--- src/gmcu_pkg.sv ---
// Shared constants, config struct and helpers for the gradient mask coverage block.
package gmcu_pkg;

  localparam int MAX_RASTER_DIM = 4096;
  localparam int PIX_W = 12;
  localparam int COV_W = 8;
  localparam int SQ_W  = 50;   // radicand width
  localparam int RT_W  = 25;   // root width

  localparam logic [16:0] Q16_ONE  = 17'h10000;
  localparam logic [32:0] Q32_ONE  = 33'h1_0000_0000;

  // Register indexes on the write port
  localparam logic [2:0] REG_X_STEP    = 3'd0;
  localparam logic [2:0] REG_Y_STEP    = 3'd1;
  localparam logic [2:0] REG_MASK_MODE = 3'd2;
  localparam logic [2:0] REG_OPACITY   = 3'd3;
  localparam logic [2:0] REG_ANCHOR    = 3'd4;
  localparam logic [2:0] REG_DIRECTION = 3'd5;
  localparam logic [2:0] REG_SCALE     = 3'd6;
  localparam logic [2:0] REG_RAMP      = 3'd7;

  typedef struct packed {
    logic [24:0] x_step;
    logic [24:0] y_step;
    logic [1:0]  mask_mode;
    logic [16:0] opacity;
    logic [63:0] anchor_pair;
    logic [63:0] direction_pair;
    logic [63:0] scale_pair;
    logic [63:0] ramp_pair;
  } cfg_t;

  // Linear result and prior byte riding alongside the square root
  typedef struct packed {
    logic signed [34:0] lin_cov;
    logic [7:0]         prior;
  } side_t;

  function automatic logic signed [31:0] sat32(input logic signed [48:0] v);
    logic signed [31:0] r;
    if (v > 49'sh0_0000_7FFF_FFFF) r = 32'sh7FFF_FFFF;
    else if (v < -49'sh0_0000_8000_0000) r = -32'sh8000_0000;
    else r = v[31:0];
    return r;
  endfunction

endpackage

--- src/gmcu_cfg.sv ---
// Configuration register file with write-only port.
module gmcu_cfg
  import gmcu_pkg::*;
(
  input  logic        clk,
  input  logic        rst,
  input  logic        wr_en,
  input  logic [2:0]  wr_index,
  input  logic [63:0] wr_data,
  output cfg_t        cfg
);

  always_ff @(posedge clk) begin
    if (rst) begin
      cfg.x_step         <= 25'd4096;
      cfg.y_step         <= 25'd4096;
      cfg.mask_mode      <= 2'd0;
      cfg.opacity        <= Q16_ONE;
      cfg.anchor_pair    <= 64'd0;
      cfg.direction_pair <= 64'd65536;
      cfg.scale_pair     <= 64'd0;
      cfg.ramp_pair      <= 64'd0;
    end else if (wr_en) begin
      case (wr_index)
        REG_X_STEP:    cfg.x_step         <= wr_data[24:0];
        REG_Y_STEP:    cfg.y_step         <= wr_data[24:0];
        REG_MASK_MODE: cfg.mask_mode      <= wr_data[1:0];
        REG_OPACITY:   cfg.opacity        <= wr_data[16:0];
        REG_ANCHOR:    cfg.anchor_pair    <= wr_data;
        REG_DIRECTION: cfg.direction_pair <= wr_data;
        REG_SCALE:     cfg.scale_pair     <= wr_data;
        REG_RAMP:      cfg.ramp_pair      <= wr_data;
        default: ;
      endcase
    end
  end

endmodule

--- config.mk ---
export PLATFORM = sky130hd
export DESIGN_NAME = gmcu_cfg
export DESIGN_NICKNAME = d
export VERILOG_FILES = /design/src/gmcu_pkg.sv /design/src/gmcu_cfg.sv
export SDC_FILE = /design/constraint.sdc
export NUM_CORES = 1
export LEC_CHECK = 0
export BUFFER_PORTS_ARGS = -buffer_cell sky130_fd_sc_hd__buf_2
export CORE_ASPECT_RATIO = 0.6
export CORE_MARGIN = 2
export CORE_UTILIZATION = 45
export DETAILED_ROUTE_END_ITERATION = 16
export GPL_ROUTABILITY_DRIVEN = 0
export GPL_TIMING_DRIVEN = 0
export PLACE_DENSITY_LB_ADDON = 0.25
export SYNTH_ARGS = -nofsm -noshare
export SYNTH_HDL_FRONTEND = slang
export SYNTH_SLANG_ARGS = --single-unit
--- constraint.sdc ---
create_clock -name clk -period 1.64 [get_ports clk]
set_clock_uncertainty 0.15 [all_clocks]
set_input_delay 0.164 -clock clk [delete_from_list [all_inputs] [get_ports clk]]
set_output_delay 0.164 -clock clk [all_outputs]
set_load 0.01 [all_outputs]
==> impl_metrics.env <==
export IMPL_fin_nets=1699
export IMPL_grt_use_met2_pct=40.1
export IMPL_largest_register_ffs=325
export IMPL_drv_cap=0
export IMPL_dp_slack_ns=-0.647
export IMPL_ys_seq_area_share_pct=51.2
export IMPL_clock_path_buffers=3
export IMPL_regMostFlops="cfg"
export IMPL_rsz0062_at_grt="no"
export IMPL_wirelength_mm=40.0
export IMPL_fin_setup_tns_ns=0
export IMPL_synth_cell_types=16
export IMPL_drt_iter0_drc=448
export IMPL_required_ns=1.95
export IMPL_fillers=2390
export IMPL_core_area_sq_um=27600
export IMPL_worstSetupStartpointType="input pin"
export IMPL_final_setup_viol_count=0
export IMPL_critical_path_max_fanout=10
export IMPL_yosysMostFrequentCell="nand2b_1"
export IMPL_clock_latency_ns=0.57
export IMPL_cts_buffers=30
export IMPL_clk_pin_slew_ns=0.07
export IMPL_pin_count=395
export IMPL_areaGrowthSynthToFinish_pct=32.6
export IMPL_drv_slew=0
export IMPL_critPathCaptureType="register"
export IMPL_crit_arrival_ns=1.83
export IMPL_synth_largest_type_area_fraction_pct=51.2
export IMPL_status="finished clean"
export IMPL_critical_path_class="input pin to register"
export IMPL_detail_route_antenna_nets=0
export IMPL_fmax_mhz=658
export IMPL_synth_top_area_cell="dfxtp_1"
export IMPL_grt_pass1_wl_mm=60.3
export IMPL_grt_antenna_before_repair=3
export IMPL_top_regs="cfg x325"
export IMPL_synth_nets=1208
export IMPL_tritoncts="done"
export IMPL_postPlaceCellArea_sq_um=15100
export IMPL_async_flop_share_pct=0
export IMPL_synth_area_top_cells="dfxtp_1 51%, mux2i_1 26%, nand2b_1 19%"
export IMPL_synthFlopType="dfxtp_1"
export IMPL_worst_pin_slew_ns=0.674
export IMPL_drive_gt1_share_pct=29.8
export IMPL_power_density_nw_per_um2=1000
export IMPL_synth_edf_count=0
export IMPL_drc=0
export IMPL_clock_sinks=325
export IMPL_drt_first_pass_iters=5
export IMPL_grt_busiest_layer="met2"
export IMPL_htree_levels=1
export IMPL_syn_area_sq_um=12700
export IMPL_power_switching_mw=3.95
export IMPL_swShare_pct=23.4
export IMPL_start_util_pct=46.0
export IMPL_synth_avg_cell_area_sq_um=11.2
export IMPL_fin_crit_ns=1.52
export IMPL_hold_depth=5
export IMPL_die_area_sq_um=29600
export IMPL_synth_cells=1138
export IMPL_grt_max_degree=16
export IMPL_hpwl_mm=29.3
export IMPL_post_drt_wl_per_cell_um=19.8
export IMPL_grt_pass1_vias=10200
export IMPL_combPwrFrac_pct=8.3
export IMPL_sequentialPowerShare_pct=48.3
export IMPL_hold_violations=0
export IMPL_hold_class="input pin to register"
export IMPL_portBuffers=394
export IMPL_clock_tree_root_cell="clkbuf_16"
export IMPL_die_w_um=221
export IMPL_synth_commonest_cells="385 x nand2b_1, 325 x dfxtp_1, 325 x mux2i_1, 42 x clkbuf_1, 38 x buf_2"
export IMPL_power_clock_fraction_pct=43.4
export IMPL_synth_seq_cells=325
export IMPL_grt_util_met3_pct=6.53
export IMPL_rows=47
export IMPL_track_usage_pct=26.1
export IMPL_min_period_over_period_pct=92.7
export IMPL_relSlewSlack_pct=55.1
export IMPL_grt_util_met1_pct=36.6
export IMPL_num_vias=9990
export IMPL_setup_slack_ns=0.120
export IMPL_viasPerCell=4.94
export IMPL_die_y_um=134
export IMPL_p_int_mw=12.9
export IMPL_leakagePower_nw=8.91
export IMPL_reg2regPathDepth=3
export IMPL_yosys_warnings=0
export IMPL_post_cts_setup_buffers=0
export IMPL_max_vdd_ir_drop_mv=0.816
export IMPL_stdcell_area_sq_um=16800
export IMPL_grt_ovfl_total=0
export IMPL_total_power_mw=16.9
cells by family after synthesis:
family	share of synthesized area, %
buffers and inverters	3.19
and+or+nand+nor	20.0
muxes	25.6
DFF	51.2
final timing paths:
kind,slack [ns],start,to
max reg2reg,0.34,cfg[312],cfg[312]
min reg2reg,0.32,cfg[230],cfg[230]
max,0.12,wr_en,cfg[274]
min,0.04,wr_index[2],cfg[324]
layout by cell type, fill, tap and decap left out, types with 2 or more instances in the layout:
cell type	count
clkbuf_1	42
buf_6	2
clkbuf_8	7
clkinv_2	9
nand4b_1	3
diode_2	3
dlygate4sd3_1	66
nand2b_1	385
mux2i_1	325
nand4bb_1	3
clkbuf_2	3
buf_2	431
clkbuf_16	31
nor2_1	6
dfxtp_1	325
bufinv_16	3
and4bb_2	2
area by class of cell:
class	count	area [sq um]	share of cell area (%)
Clock inverter	14	151	0.899
Antenna cell	3	7.51	0.0446
Clock buffer	41	883	5.24
Buffer	84	400	2.38
Sequential cell	325	6510	38.6
Timing Repair Buffer	461	2650	15.7
Tap cell	367	459	2.73
Multi-Input combinational cell	727	5790	34.4
per-layer routing:
layer / part of all wire, % / vias to the layer above
met2: 43 / 278
li1: - / 4736
met4: 2.8 / 0
met1: 48 / 4912
met3: 6.1 / 64
met5: 0 / -
timing repair:
| item | in CTS | in global routing |
|---|---|---|
| setup endpoints to repair | 23 | 52 |
| endpoints found under the hold margin | 301 | 0 |
| hold buffers | 67 | 0 |
| gates resized for setup | 1 | 6 |
worst max-delay path, cell delays in order:
cell,delay (ns)
buf_2,0.10
buf_6,0.13
dlygate4sd3_1,0.55
nand4bb_1,0.16
mux2i_1,0.15
dlygate4sd3_1,0.57
power by group through the flow:
stage	Combinational, mW	Clock, mW	Sequential, mW
6_report	1.39	7.33	8.16
4_1_cts	1.40	7.46	8.16
2_1_floorplan	0.638	0	8.41
3_5_place_dp	1.27	0	8.34
3_3_place_gp	1.25	0	8.33
5_1_grt	1.49	7.76	8.17
stage by stage:
step	hold WS (ns)	cells	util, %
2_1_floorplan	0.185	1138	-
3_3_place_gp	0.293	1899	54.8
3_5_place_dp	0.310	1899	54.8
4_1_cts	0.00558	2021	60.9
5_1_grt	0.0403	2021	60.9
6_report	0.0373	2022	61.0
Power figures use the tool's default switching activity.
