===== src/gmcu_pkg.sv =====
// Shared constants, config struct and helpers for the gradient mask coverage block.
package gmcu_pkg;

  localparam int MAX_RASTER_DIM = 4096;
  localparam int PIX_W = 12;
  localparam int COV_W = 8;
  localparam int SQ_W  = 50;   // radicand width
  localparam int RT_W  = 25;   // root width

  localparam logic [16:0] Q16_ONE  = 17'h10000;
  localparam logic [32:0] Q32_ONE  = 33'h1_0000_0000;

  // Register indexes on the write port
  localparam logic [2:0] REG_X_STEP    = 3'd0;
  localparam logic [2:0] REG_Y_STEP    = 3'd1;
  localparam logic [2:0] REG_MASK_MODE = 3'd2;
  localparam logic [2:0] REG_OPACITY   = 3'd3;
  localparam logic [2:0] REG_ANCHOR    = 3'd4;
  localparam logic [2:0] REG_DIRECTION = 3'd5;
  localparam logic [2:0] REG_SCALE     = 3'd6;
  localparam logic [2:0] REG_RAMP      = 3'd7;

  typedef struct packed {
    logic [24:0] x_step;
    logic [24:0] y_step;
    logic [1:0]  mask_mode;
    logic [16:0] opacity;
    logic [63:0] anchor_pair;
    logic [63:0] direction_pair;
    logic [63:0] scale_pair;
    logic [63:0] ramp_pair;
  } cfg_t;

  // Linear result and prior byte riding alongside the square root
  typedef struct packed {
    logic signed [34:0] lin_cov;
    logic [7:0]         prior;
  } side_t;

  function automatic logic signed [31:0] sat32(input logic signed [48:0] v);
    logic signed [31:0] r;
    if (v > 49'sh0_0000_7FFF_FFFF) r = 32'sh7FFF_FFFF;
    else if (v < -49'sh0_0000_8000_0000) r = -32'sh8000_0000;
    else r = v[31:0];
    return r;
  endfunction

endpackage


===== src/gmcu_sqrt.sv =====
// Pipelined integer square root, one result bit per stage, with side data.
module gmcu_sqrt
  import gmcu_pkg::*;
(
  input  logic            clk,
  input  logic            rst,
  input  logic            en,
  input  logic            in_v,
  input  logic [SQ_W-1:0] radicand,
  input  side_t           in_side,
  output logic            out_v,
  output logic [RT_W-1:0] root,
  output side_t           out_side
);

  logic            vq   [RT_W];
  logic [29:0]     remq [RT_W];
  logic [RT_W-1:0] rootq[RT_W];
  logic [SQ_W-1:0] valq [RT_W];
  side_t           sideq[RT_W];

  for (genvar k = 0; k < RT_W; k++) begin : g_stage
    logic            v_in;
    logic [29:0]     rem_in, rem_sh, trial;
    logic [RT_W-1:0] root_in;
    logic [SQ_W-1:0] val_in;
    side_t           side_in;
    logic            fits;

    if (k == 0) begin : g_first
      assign v_in    = in_v;
      assign rem_in  = 30'd0;
      assign root_in = '0;
      assign val_in  = radicand;
      assign side_in = in_side;
    end else begin : g_next
      assign v_in    = vq[k-1];
      assign rem_in  = remq[k-1];
      assign root_in = rootq[k-1];
      assign val_in  = valq[k-1];
      assign side_in = sideq[k-1];
    end

    always_comb begin
      rem_sh = {rem_in[27:0], val_in[SQ_W-1 -: 2]};
      trial  = {3'd0, root_in, 2'b01};
      fits   = rem_sh >= trial;
    end

    always_ff @(posedge clk) begin
      if (rst) vq[k] <= 1'b0;
      else if (en) vq[k] <= v_in;
    end

    always_ff @(posedge clk) begin
      if (en) begin
        remq[k]  <= fits ? rem_sh - trial : rem_sh;
        rootq[k] <= {root_in[RT_W-2:0], fits};
        valq[k]  <= {val_in[SQ_W-3:0], 2'b00};
        sideq[k] <= side_in;
      end
    end
  end

  assign out_v    = vq[RT_W-1];
  assign root     = rootq[RT_W-1];
  assign out_side = sideq[RT_W-1];

endmodule


===== config.mk =====
export PLATFORM = sky130hd
export DESIGN_NAME = gmcu_sqrt
export DESIGN_NICKNAME = d
export VERILOG_FILES = /design/src/gmcu_pkg.sv /design/src/gmcu_sqrt.sv
export SDC_FILE = /design/constraint.sdc
export NUM_CORES = 2
export LEC_CHECK = 0
export ABC_CLOCK_PERIOD_IN_PS = 10400
export CELL_PAD_IN_SITES_DETAIL_PLACEMENT = 0
export CELL_PAD_IN_SITES_GLOBAL_PLACEMENT = 1
export CORE_MARGIN = 2
export CORE_UTILIZATION = 61
export CTS_BUF_LIST = sky130_fd_sc_hd__clkbuf_4 sky130_fd_sc_hd__clkbuf_8
export CTS_CLUSTER_DIAMETER = 200
export DETAILED_ROUTE_END_ITERATION = 8
export DONT_BUFFER_PORTS = 1
export PLACE_DENSITY = 0.84
export SLEW_MARGIN = 10
export SYNTH_ARGS = -nofsm -noshare
export SYNTH_HDL_FRONTEND = slang
export SYNTH_SLANG_ARGS = --single-unit

===== constraint.sdc =====
create_clock -name clk -period 10.4 [get_ports clk]
set_input_delay 1.04 -clock clk [delete_from_list [all_inputs] [get_ports clk]]
set_output_delay 1.04 -clock clk [all_outputs]
set_load 0.01 [all_outputs]

==> reports/metrics.yaml <==
final_layout:
  postLayoutCellArea_um2: 117000
  final_layout_size_suffix_gt1_frac: 0.102
  nets: 7537
  syn2layout_area_growth_pct: 11.4
  final-seq-area_um2: 79900
  layout_common_cells: "edfxtp_1 (2660), inv_1 (447), clkbuf_8 (421), nand2_1 (369), nor2_1 (361)"
  layout_commonest_cell: "edfxtp_1"
  fillerInstances: 11300
  multiInputGateArea_um2: 23300
worst_setup_path:
  reg2reg_from: "remq[0][162]"
  slowest_stage: "buf_16"
  rr_worst_depth: 9
  cp.buffers_inverters: 7
  crit_chain: "buf_16 > buf_16 > buf_16 > buf_16 > buf_16 > buf_16 > buf_16"
  worstSetupStartpointType: "input pin"
  cp.arrival_ns: 5.47
  crit_family: "buffers and inverters"
  max_stage_delay_ns: 0.74
  crit_type: "in2reg"
  rrSetupSlack_ns: 6.26
  endpoint_kind: "register"
  crit_top_cell: "buf_16"
  rr_endpoint: "remq[0][197]"
  cp.required_ns: 11.01
  cp_max_fo: 237
clocking:
  clkLatencyLatePin_ns: 1.09
  path_clk_slew_ns: 0.06
  cts_sinks: 2660
  cts_tree: "done"
  clockRootBuffer: "clkbuf_8"
  cts_buffers: 419
  h-tree-depth: 5
  ctsResizeCount: 0
  cts.path.max_buffers: 4
drt:
  avgRoutedWirePerCell_um: 17.3
  drc: 0
  ant_nets: 0
  wl_mm: 167
  dr.first_iter.drc_count: 3721
  vias: 52500
  drt_first_pass_iters: 5
  viasPerCell: 5.42
hold_path:
  holdPathEnd: "sideq[0][23]"
  hold_path_depth: 0
  min_from: "in_side[23]"
  hold_class: "in2reg"
sta:
  rsz0062_at_grt: "false"
  setup_tns_ns: 0
  slew_headroom: 0.221
  finalHoldViolCount: 0
  fin_skew_ns: 0.0912
  tightest_slew_ns: 1.17
  drv_slew: 0
  finalCriticalPeriod_ns: 4.86
  setup_ws_ns: 5.54
  finalSetupViolCount: 0
  fin_crit_sh: 0.467
  clock.fmax_mhz: 206
yosys:
  synthTopCellsByArea: "edfxtp_1 (76%), ha_1 (4.2%), xnor2_1 (2.4%), xor2_1 (1.9%), a21oi_1 (1.6%)"
  ys_seq_area_frac: 0.760
  synthCells: 6636
  synth_nets: 7085
  synth_top_area_share: 0.760
  syn_avg_cell_area_um2: 15.8
  syn_area_um2: 105000
  yosysTopAreaCell: "edfxtp_1"
  synth_ff_type: "edfxtp_1"
  synth_cell_types: 78
  synth-edff-count: 2660
  synth_seq_cells: 2660
  yosysWarnings: 0
  async_flop_share: 0
global_route:
  busiest_layer: "met2"
  use_met1: 0.256
  grt_pass1_wl_mm: 269
  gr-total-overflow: 0
  grt_antenna_before_repair: 3
  grt_pass1_vias: 52300
  grt_usage: 0.193
  use_met2: 0.319
  grt_max_degree: 288
  gr-usage-met3: 0.0352
power_and_ir_drop:
  powerDensity_nw_per_um2: 211
  peakVddDrop_uv: 183
  p_leak_nw: 43.1
placement:
  portBuffers: 0
  dp_hpwl_mm: 108
  pre_cts_ws_ns: 4.62
  gp_congestion: 0.902
  dpl-instance-area_um2: 108000
flow_run:
  drv_cap: 0
die:
  die_w_um: 419
  core_um2: 171000
  start_util: 0.614
  die_h_um: 419
  rows: 152
  dieArea_um2: 176000
  io_pins: 166
status:
  outcome: "complete, no violations"
-- worst reg2reg max path: stages (launching register included) --
cell	delay [ns]
edfxtp_1	0.43
or4_1	0.58
or3_1	0.37
nor4_1	0.52
or3b_1	0.40
nand3_1	0.14
a211oi_2	0.16
nor3b_1	0.91
nand3b_1	0.20
xnor2_1	0.18
-- what timing repair did --
| item | CTS | global route |
|---|---|---|
| endpoints found under the hold margin | 101 | 0 |
| buffers inserted | 0 | 0 |
| setup endpoints to repair | 0 | 0 |
| hold buffers | 90 | 0 |
-- synthesized netlist by cell type (32+ instances only) --
master	number
o21a_1	66
nor3_1	130
nor4_1	68
clkbuf_1	85
o21ai_0	267
ha_1	352
nor2b_1	52
a31oi_1	40
or3_1	60
xnor2_1	283
o31ai_1	41
xor2_1	231
and2_1	47
mux2_2	57
edfxtp_1	2660
nand3_1	109
nor2_1	361
nand4_1	46
a21o_1	101
nand2b_1	71
inv_1	447
or4_1	32
nand2_1	369
a21oi_1	338
-- power breakdown --
part           switching, mW  leakage, nW  internal (mW)
sequential             0.517         25.8           13.0
combinational           1.70         13.1           1.21
clock                   3.74         4.17           4.53
total                   5.96         43.1           18.8
-- final cells by class --
| type | count | area share |
|---|---|---|
| Antenna cell | 3 | 0.0000641 |
| Multi-Input combinational cell | 3436 | 0.199 |
| Timing Repair Buffer | 123 | 0.0129 |
| Clock inverter | 178 | 0.0101 |
| Tap cell | 2310 | 0.0247 |
| Clock buffer | 537 | 0.0569 |
| Sequential cell | 2660 | 0.682 |
| Inverter | 448 | 0.0144 |
-- stage by stage --
step	util	hold slack, ns	std cells	power, mW
detailed placement	0.632	0.405	8883	16.6
CTS	0.683	0.0341	9688	25.0
finish	0.683	0.151	9695	24.7
global placement	0.632	0.400	8883	16.5
floorplan	-	0.400	6636	15.6
global route	0.683	0.0595	9695	25.9
-- routing by layer --
metal / vias to the layer above / wire (µm)
met4: 0 / 5050
met2: 1159 / 82600
met3: 369 / 7740
met5: - / 0
li1: 25900 / -
met1: 25100 / 71900
-- flip-flops by register name (all words and copies together), names as in the netlist --
name / flops
vq: 25
valq: 600
sideq: 1075
remq: 635
rootq: 325
-- worst max path at each step --
stage                    endpoint  cells after the start         start
floorplan            remq[0][166]                      9  remq[0][132]
global placement    sideq[0][249]                      6            en
detailed placement  sideq[0][367]                      6            en
CTS                 sideq[0][348]                      6            en
global route        sideq[0][311]                      7            en
finish              sideq[0][348]                      7            en
-- kinds of logic (layout without fill, tap and decap cells) --
family / Yosys count / count (layout) / synth area share
xor+xnor: 514 / 514 / 0.0428
fa+ha+maj: 352 / 352 / 0.0419
mux: 62 / 62 / 0.00658
other cells: 1 / 4 / 0.0000357
buf+inv: 540 / 1286 / 0.0193
flops: 2660 / 2660 / 0.760
simple gates: 1466 / 1466 / 0.0688
compound gates: 1041 / 1041 / 0.0609
No activity file was read; power rests on OpenSTA's default activity.
