--- src/gmcu_pkg.sv ---
// Shared constants, config struct and helpers for the gradient mask coverage block.
package gmcu_pkg;

  localparam int MAX_RASTER_DIM = 4096;
  localparam int PIX_W = 12;
  localparam int COV_W = 8;
  localparam int SQ_W  = 50;   // radicand width
  localparam int RT_W  = 25;   // root width

  localparam logic [16:0] Q16_ONE  = 17'h10000;
  localparam logic [32:0] Q32_ONE  = 33'h1_0000_0000;

  // Register indexes on the write port
  localparam logic [2:0] REG_X_STEP    = 3'd0;
  localparam logic [2:0] REG_Y_STEP    = 3'd1;
  localparam logic [2:0] REG_MASK_MODE = 3'd2;
  localparam logic [2:0] REG_OPACITY   = 3'd3;
  localparam logic [2:0] REG_ANCHOR    = 3'd4;
  localparam logic [2:0] REG_DIRECTION = 3'd5;
  localparam logic [2:0] REG_SCALE     = 3'd6;
  localparam logic [2:0] REG_RAMP      = 3'd7;

  typedef struct packed {
    logic [24:0] x_step;
    logic [24:0] y_step;
    logic [1:0]  mask_mode;
    logic [16:0] opacity;
    logic [63:0] anchor_pair;
    logic [63:0] direction_pair;
    logic [63:0] scale_pair;
    logic [63:0] ramp_pair;
  } cfg_t;

  // Linear result and prior byte riding alongside the square root
  typedef struct packed {
    logic signed [34:0] lin_cov;
    logic [7:0]         prior;
  } side_t;

  function automatic logic signed [31:0] sat32(input logic signed [48:0] v);
    logic signed [31:0] r;
    if (v > 49'sh0_0000_7FFF_FFFF) r = 32'sh7FFF_FFFF;
    else if (v < -49'sh0_0000_8000_0000) r = -32'sh8000_0000;
    else r = v[31:0];
    return r;
  endfunction

endpackage

--- src/gmcu_shade.sv ---
// Feather ramp, mode select, inversion, opacity, byte rounding and max merge.
module gmcu_shade
  import gmcu_pkg::*;
(
  input  logic             clk,
  input  logic             rst,
  input  logic             en,
  input  cfg_t             cfg,
  input  logic             in_v,
  input  logic [RT_W-1:0]  rho,
  input  side_t            side,
  output logic             out_v,
  output logic [COV_W-1:0] merged,
  output logic [COV_W-1:0] mask
);

  logic v1, v2, v3, v4;
  side_t s1, s2, s3;
  logic [7:0] pr4;

  // T1: distance past inner edge
  logic signed [48:0] dw;
  logic signed [31:0] d1;
  assign dw = $signed({24'd0, rho})
            - $signed({{17{cfg.ramp_pair[31]}}, cfg.ramp_pair[31:0]});

  // T2: times feather reciprocal
  logic signed [63:0] md;
  logic signed [47:0] pd2;
  assign md = d1 * $signed(cfg.ramp_pair[63:32]);

  // T3: select, invert, clamp to [0, 1.0] in Q32 terms
  logic [16:0] t3, rad;
  logic signed [35:0] cov, covi;
  logic [32:0] cc3;
  always_comb begin
    if (pd2 < 48'sd0) t3 = 17'd0;
    else if (pd2 > 48'sd65536) t3 = Q16_ONE;
    else t3 = pd2[16:0];
    rad  = Q16_ONE - t3;
    cov  = cfg.mask_mode[0] ? $signed({s2.lin_cov[34], s2.lin_cov}) : $signed({19'd0, rad});
    covi = cfg.mask_mode[1] ? $signed({19'd0, Q16_ONE}) - cov : cov;
    if (covi < 36'sd0) cc3 = 33'd0;
    else if (covi > $signed({3'd0, Q32_ONE})) cc3 = Q32_ONE;
    else cc3 = covi[32:0];
  end

  // T4: opacity product
  logic [32:0] cc;
  logic [49:0] prod4;

  // T5: clamp, scale to 255 with half-up rounding, merge
  logic [32:0] ps;
  logic [40:0] sc;
  logic [7:0]  byte_v;
  always_comb begin
    ps     = (prod4 > {17'd0, Q32_ONE}) ? Q32_ONE : prod4[32:0];
    sc     = {ps, 8'd0} - {8'd0, ps} + 41'h0_8000_0000;
    byte_v = sc[39:32];
  end

  always_ff @(posedge clk) begin
    if (rst) begin
      {v1, v2, v3, v4, out_v} <= 5'd0;
    end else if (en) begin
      {v1, v2, v3, v4, out_v} <= {in_v, v1, v2, v3, v4};
    end
  end

  always_ff @(posedge clk) begin
    if (en) begin
      d1    <= sat32(dw);
      s1    <= side;
      pd2   <= md[63:16];
      s2    <= s1;
      cc    <= cc3;
      s3    <= s2;
      prod4 <= {17'd0, cc} * {33'd0, cfg.opacity};
      pr4   <= s3.prior;
      mask   <= byte_v;
      merged <= (pr4 > byte_v) ? pr4 : byte_v;
    end
  end

  a_merge_ge_mask: assert property (@(posedge clk) disable iff (rst)
    out_v |-> merged >= mask)
    else $error("merged coverage below mask coverage");

  a_full_mask_full_merge: assert property (@(posedge clk) disable iff (rst)
    out_v && (mask == 8'd255) |-> merged == 8'd255)
    else $error("full mask did not saturate merged coverage");

  a_stall_holds: assert property (@(posedge clk) disable iff (rst)
    !en |=> $stable({v1, v2, v3, v4, out_v}))
    else $error("pipeline valids moved during stall");

endmodule

--- config.mk ---
export PLATFORM = sky130hd
export DESIGN_NAME = gmcu_shade
export DESIGN_NICKNAME = d
export VERILOG_FILES = /design/src/gmcu_pkg.sv /design/src/gmcu_shade.sv
export SDC_FILE = /design/constraint.sdc
export NUM_CORES = 2
export LEC_CHECK = 0
export BUFFER_PORTS_ARGS = -buffer_cell sky130_fd_sc_hd__clkbuf_2
export CORE_ASPECT_RATIO = 1.5
export CORE_UTILIZATION = 25
export CTS_CLUSTER_DIAMETER = 80
export DETAILED_ROUTE_END_ITERATION = 12
export GPL_TIMING_DRIVEN = 0
export PLACE_DENSITY = 0.42
export SYNTH_ARGS = -nofsm -noshare
export SYNTH_HDL_FRONTEND = slang
export SYNTH_SLANG_ARGS = --single-unit
--- constraint.sdc ---
create_clock -name clk -period 11.3 [get_ports clk]
set_input_delay 1.695 -clock clk [delete_from_list [all_inputs] [get_ports clk]]
set_output_delay 1.695 -clock clk [all_outputs]
set_load 0.005 [all_outputs]
==> impl_metrics.py <==
metrics = {
    "layout": {
        "final_util_pct": 27.8,
        "finalNetCount": 9268,
        "drive_gt1_share_pct": 4.68,
        "nFillCells": 28000,
        "final_cells": 10500,
        "area_growth_syn_to_layout_pct": 10.4,
    },
    "placement": {
        "hpwl_um": 225000,
        "io_buffers": 170,
        "dp_cells": 10400,
        "place_congestion": 0.982,
    },
    "detailed_routing": {
        "vias": 47300,
        "wl_per_cell_um": 25.0,
        "vias_per_cell": 4.53,
        "drc": 0,
        "final_antenna_net_count": 0,
        "firstDrtPassIters": 6,
        "drtIter0Drc": 2375,
        "wirelength_um": 261000,
    },
    "clock_network": {
        "insertion_delay_ns": 0.66,
        "cts.sinks": 286,
        "cts_tree": "yes",
        "clk_pin_slew_ns": 0.07,
        "h-tree-depth": 2,
        "root_buffer": "clkbuf_16",
        "ctsHoldBuffers": 0,
        "clockBufferDepth": 3,
        "cts_buffers": 43,
    },
    "die": {
        "initial_utilization_pct": 25.2,
        "die-area_sq_um": 266000,
        "row_count": 230,
        "core_sq_um": 262000,
        "die_h_um": 631,
        "ios": 414,
        "die_w_um": 422,
    },
    "yosys": {
        "ys.warnings.count": 0,
        "synthTopCellsByArea": "fa_1 (47%), edfxtp_1 (13%), inv_1 (8.4%)",
        "synthTopCellsByCount": "fa_1 (1,546), inv_1 (1,480), nand2_1 (1,005)",
        "syn-cell-area_sq_um": 66000,
        "synthCells": 6713,
        "synth_cell_type_count": 91,
        "synth-seq-area-share_pct": 12.9,
        "synth-edff-count": 281,
        "synth_top_cell_area_share_pct": 46.9,
        "syn_area_per_cell_sq_um": 9.83,
        "syn_nets": 9050,
        "synth-main-ff-cell": "edfxtp_1",
        "synth.most_common_cell": "fa_1",
        "synth_top_cell_by_area": "fa_1",
        "synth_seq_cells": 286,
        "synthArstFlopShare_pct": 0,
    },
    "global_routing": {
        "grt_usage_pct": 20.0,
        "first_global_vias": 54400,
        "grt_antenna_before_repair": 23,
        "grt_max_degree": 95,
        "grt_overflow": 0,
        "grt_pass1_wl_um": 380000,
    },
    "critical_path": {
        "critPathKind": "input port to flop",
        "crit_required_ns": 11.67,
        "ff2ff_setup_slack_ns": 0.62,
        "arrival_ns": 11.29,
        "timing.rr.start": "d1[12]",
        "ff2ff_path_depth": 26,
        "path_max_fanout": 10,
        "rr_endpoint": "pd2[47]",
        "endpoint_kind": "flop",
        "start_kind": "input port",
    },
    "timing": {
        "rsz0062_at_grt": "no",
        "hold_viol": 0,
        "fin_crit_ns": 10.91,
        "drv_slew": 0,
        "finClkSkew_ns": 0.0180,
        "finalSetupTns_ns": 0,
        "tightest_slew_ns": 1.37,
        "fin_crit_sh_pct": 96.6,
        "max_freq_mhz": 91.6,
        "setup_viol": 0,
        "slew_headroom_pct": 8.36,
    },
    "worst_hold_path": {
        "holdPathStages": 0,
        "hold_end": "pr4[7]",
        "hold_path.class": "flop to flop",
        "holdCritStartpoint": "s3[7]",
    },
    "run_status": {
        "status": "finished, final reports clean",
    },
    "run": {
        "maxCapViolations": 0,
    },
}
[cells in the final DEF (no fill, tap or decap), types with 9 or more instances in the layout]
cell and count:
fa_1 1544, nor2_1 139, nor3_1 34, o21ai_0 80
nand4_1 15, mux2i_1 10, clkbuf_2 181, a211oi_1 17
clkbuf_1 282, nor2b_1 18, nand2b_1 32, o21bai_1 15
xor2_1 57, or2_2 9, o21a_1 28, ha_1 394
mux2_2 9, nor4_1 26, a31oi_1 22, clkbuf_16 43
nand2_1 1005, clkinv_2 9, nand3_1 37, and3_1 17
edfxtp_1 281, a21oi_1 107, inv_1 1480, xnor2_1 95
or3_1 16, and2_1 703, a21o_1 61
[cell families after synthesis]
group                      count (synthesis)  share of synthesized area (%)
AOI/OAI and AO/OA                        448                           4.72
xor gates and xnor gates                 152                           2.02
adders and majority gates               1940                           54.4
buffers and inverters                   1783                           10.2
DFF                                      286                           12.9
muxes                                     19                          0.305
and+or+nand+nor                         2085                           15.5
[area by class of cell]
| cell class | count | area, sq um | area share, % |
|---|---|---|---|
| Antenna cell | 7 | 17.5 | 0.0240 |
| Multi-Input combinational cell | 4644 | 50800 | 69.7 |
| Inverter | 1481 | 5560 | 7.63 |
| Clock buffer | 44 | 1080 | 1.48 |
| Buffer | 301 | 1160 | 1.59 |
| Clock inverter | 35 | 414 | 0.569 |
| Timing Repair Buffer | 174 | 962 | 1.32 |
| Sequential cell | 286 | 8540 | 11.7 |
| Tap cell | 3480 | 4350 | 5.98 |
[stage by stage]
step / hold slack, ns / cell area, sq um / worst slack (ns)
4_1_cts: 0.406 / 72800 / 0.0388
5_1_grt: 0.419 / 72800 / 0.0228
6_report: 0.410 / 72800 / 0.386
3_3_place_gp: 0.407 / 71200 / -1.89
2_1_floorplan: 0.400 / 66000 / 2.24
3_5_place_dp: 0.405 / 71300 / -1.76
[worst max-delay path: stages]
cell	delay, ns
clkbuf_2	0.30
clkbuf_1	0.64
nand2_1	0.18
fa_1	0.56
fa_1	0.57
fa_1	0.46
fa_1	0.54
inv_1	0.05
fa_1	0.49
fa_1	0.53
fa_1	0.45
fa_1	0.46
ha_1	0.39
and4_1	0.22
nand2_1	0.22
nor2_1	0.19
nand3b_1	0.40
nand2_1	0.42
nand4_1	0.32
and3_1	0.35
o21ai_2	0.41
a41oi_1	0.35
a31oi_1	0.41
a311oi_1	0.16
xnor2_1	0.48
[sequential cells by signal, indices dropped and copies added, names as in the netlist]
| signal | cells |
|---|---|
| prod4 | 50 |
| pd2 | 48 |
| s1 | 43 |
| s2 | 43 |
| cc | 33 |
| d1 | 32 |
| mask | 8 |
| merged | 8 |
| pr4 | 8 |
| s3 | 8 |
| out_v | 1 |
| v1 | 1 |
| v2 | 1 |
| v3 | 1 |
| v4 | 1 |
[how the worst max path moves through the flow]
stage | slack (ns) | from | to
final | 0.39 | cfg[34] | pd2[47]
after global routing | 0.02 | cfg[34] | pd2[47]
after CTS | 0.04 | cfg[34] | pd2[47]
after detailed placement | -1.76 | cfg[37] | pd2[47]
after global placement | -1.89 | cfg[34] | pd2[47]
after floorplan | 2.24 | cfg[34] | pd2[47]
[repair_timing]
action / 4_1_cts / 5_1_grt
endpoints found under the hold margin: 0 / 0
buffers inserted: 0 / 0
resized for setup: 14 / 3
endpoints found under the setup margin: 7 / 1
[routing by layer]
metal  track usage, %  wire, um
met2             38.6    143000
met4             13.2     21400
met1             19.9     87800
met3             2.21      9200
met5                0       164
Power is not shown: default switching activity piles up to over one toggle a cycle in this logic, so the estimate is an artifact.
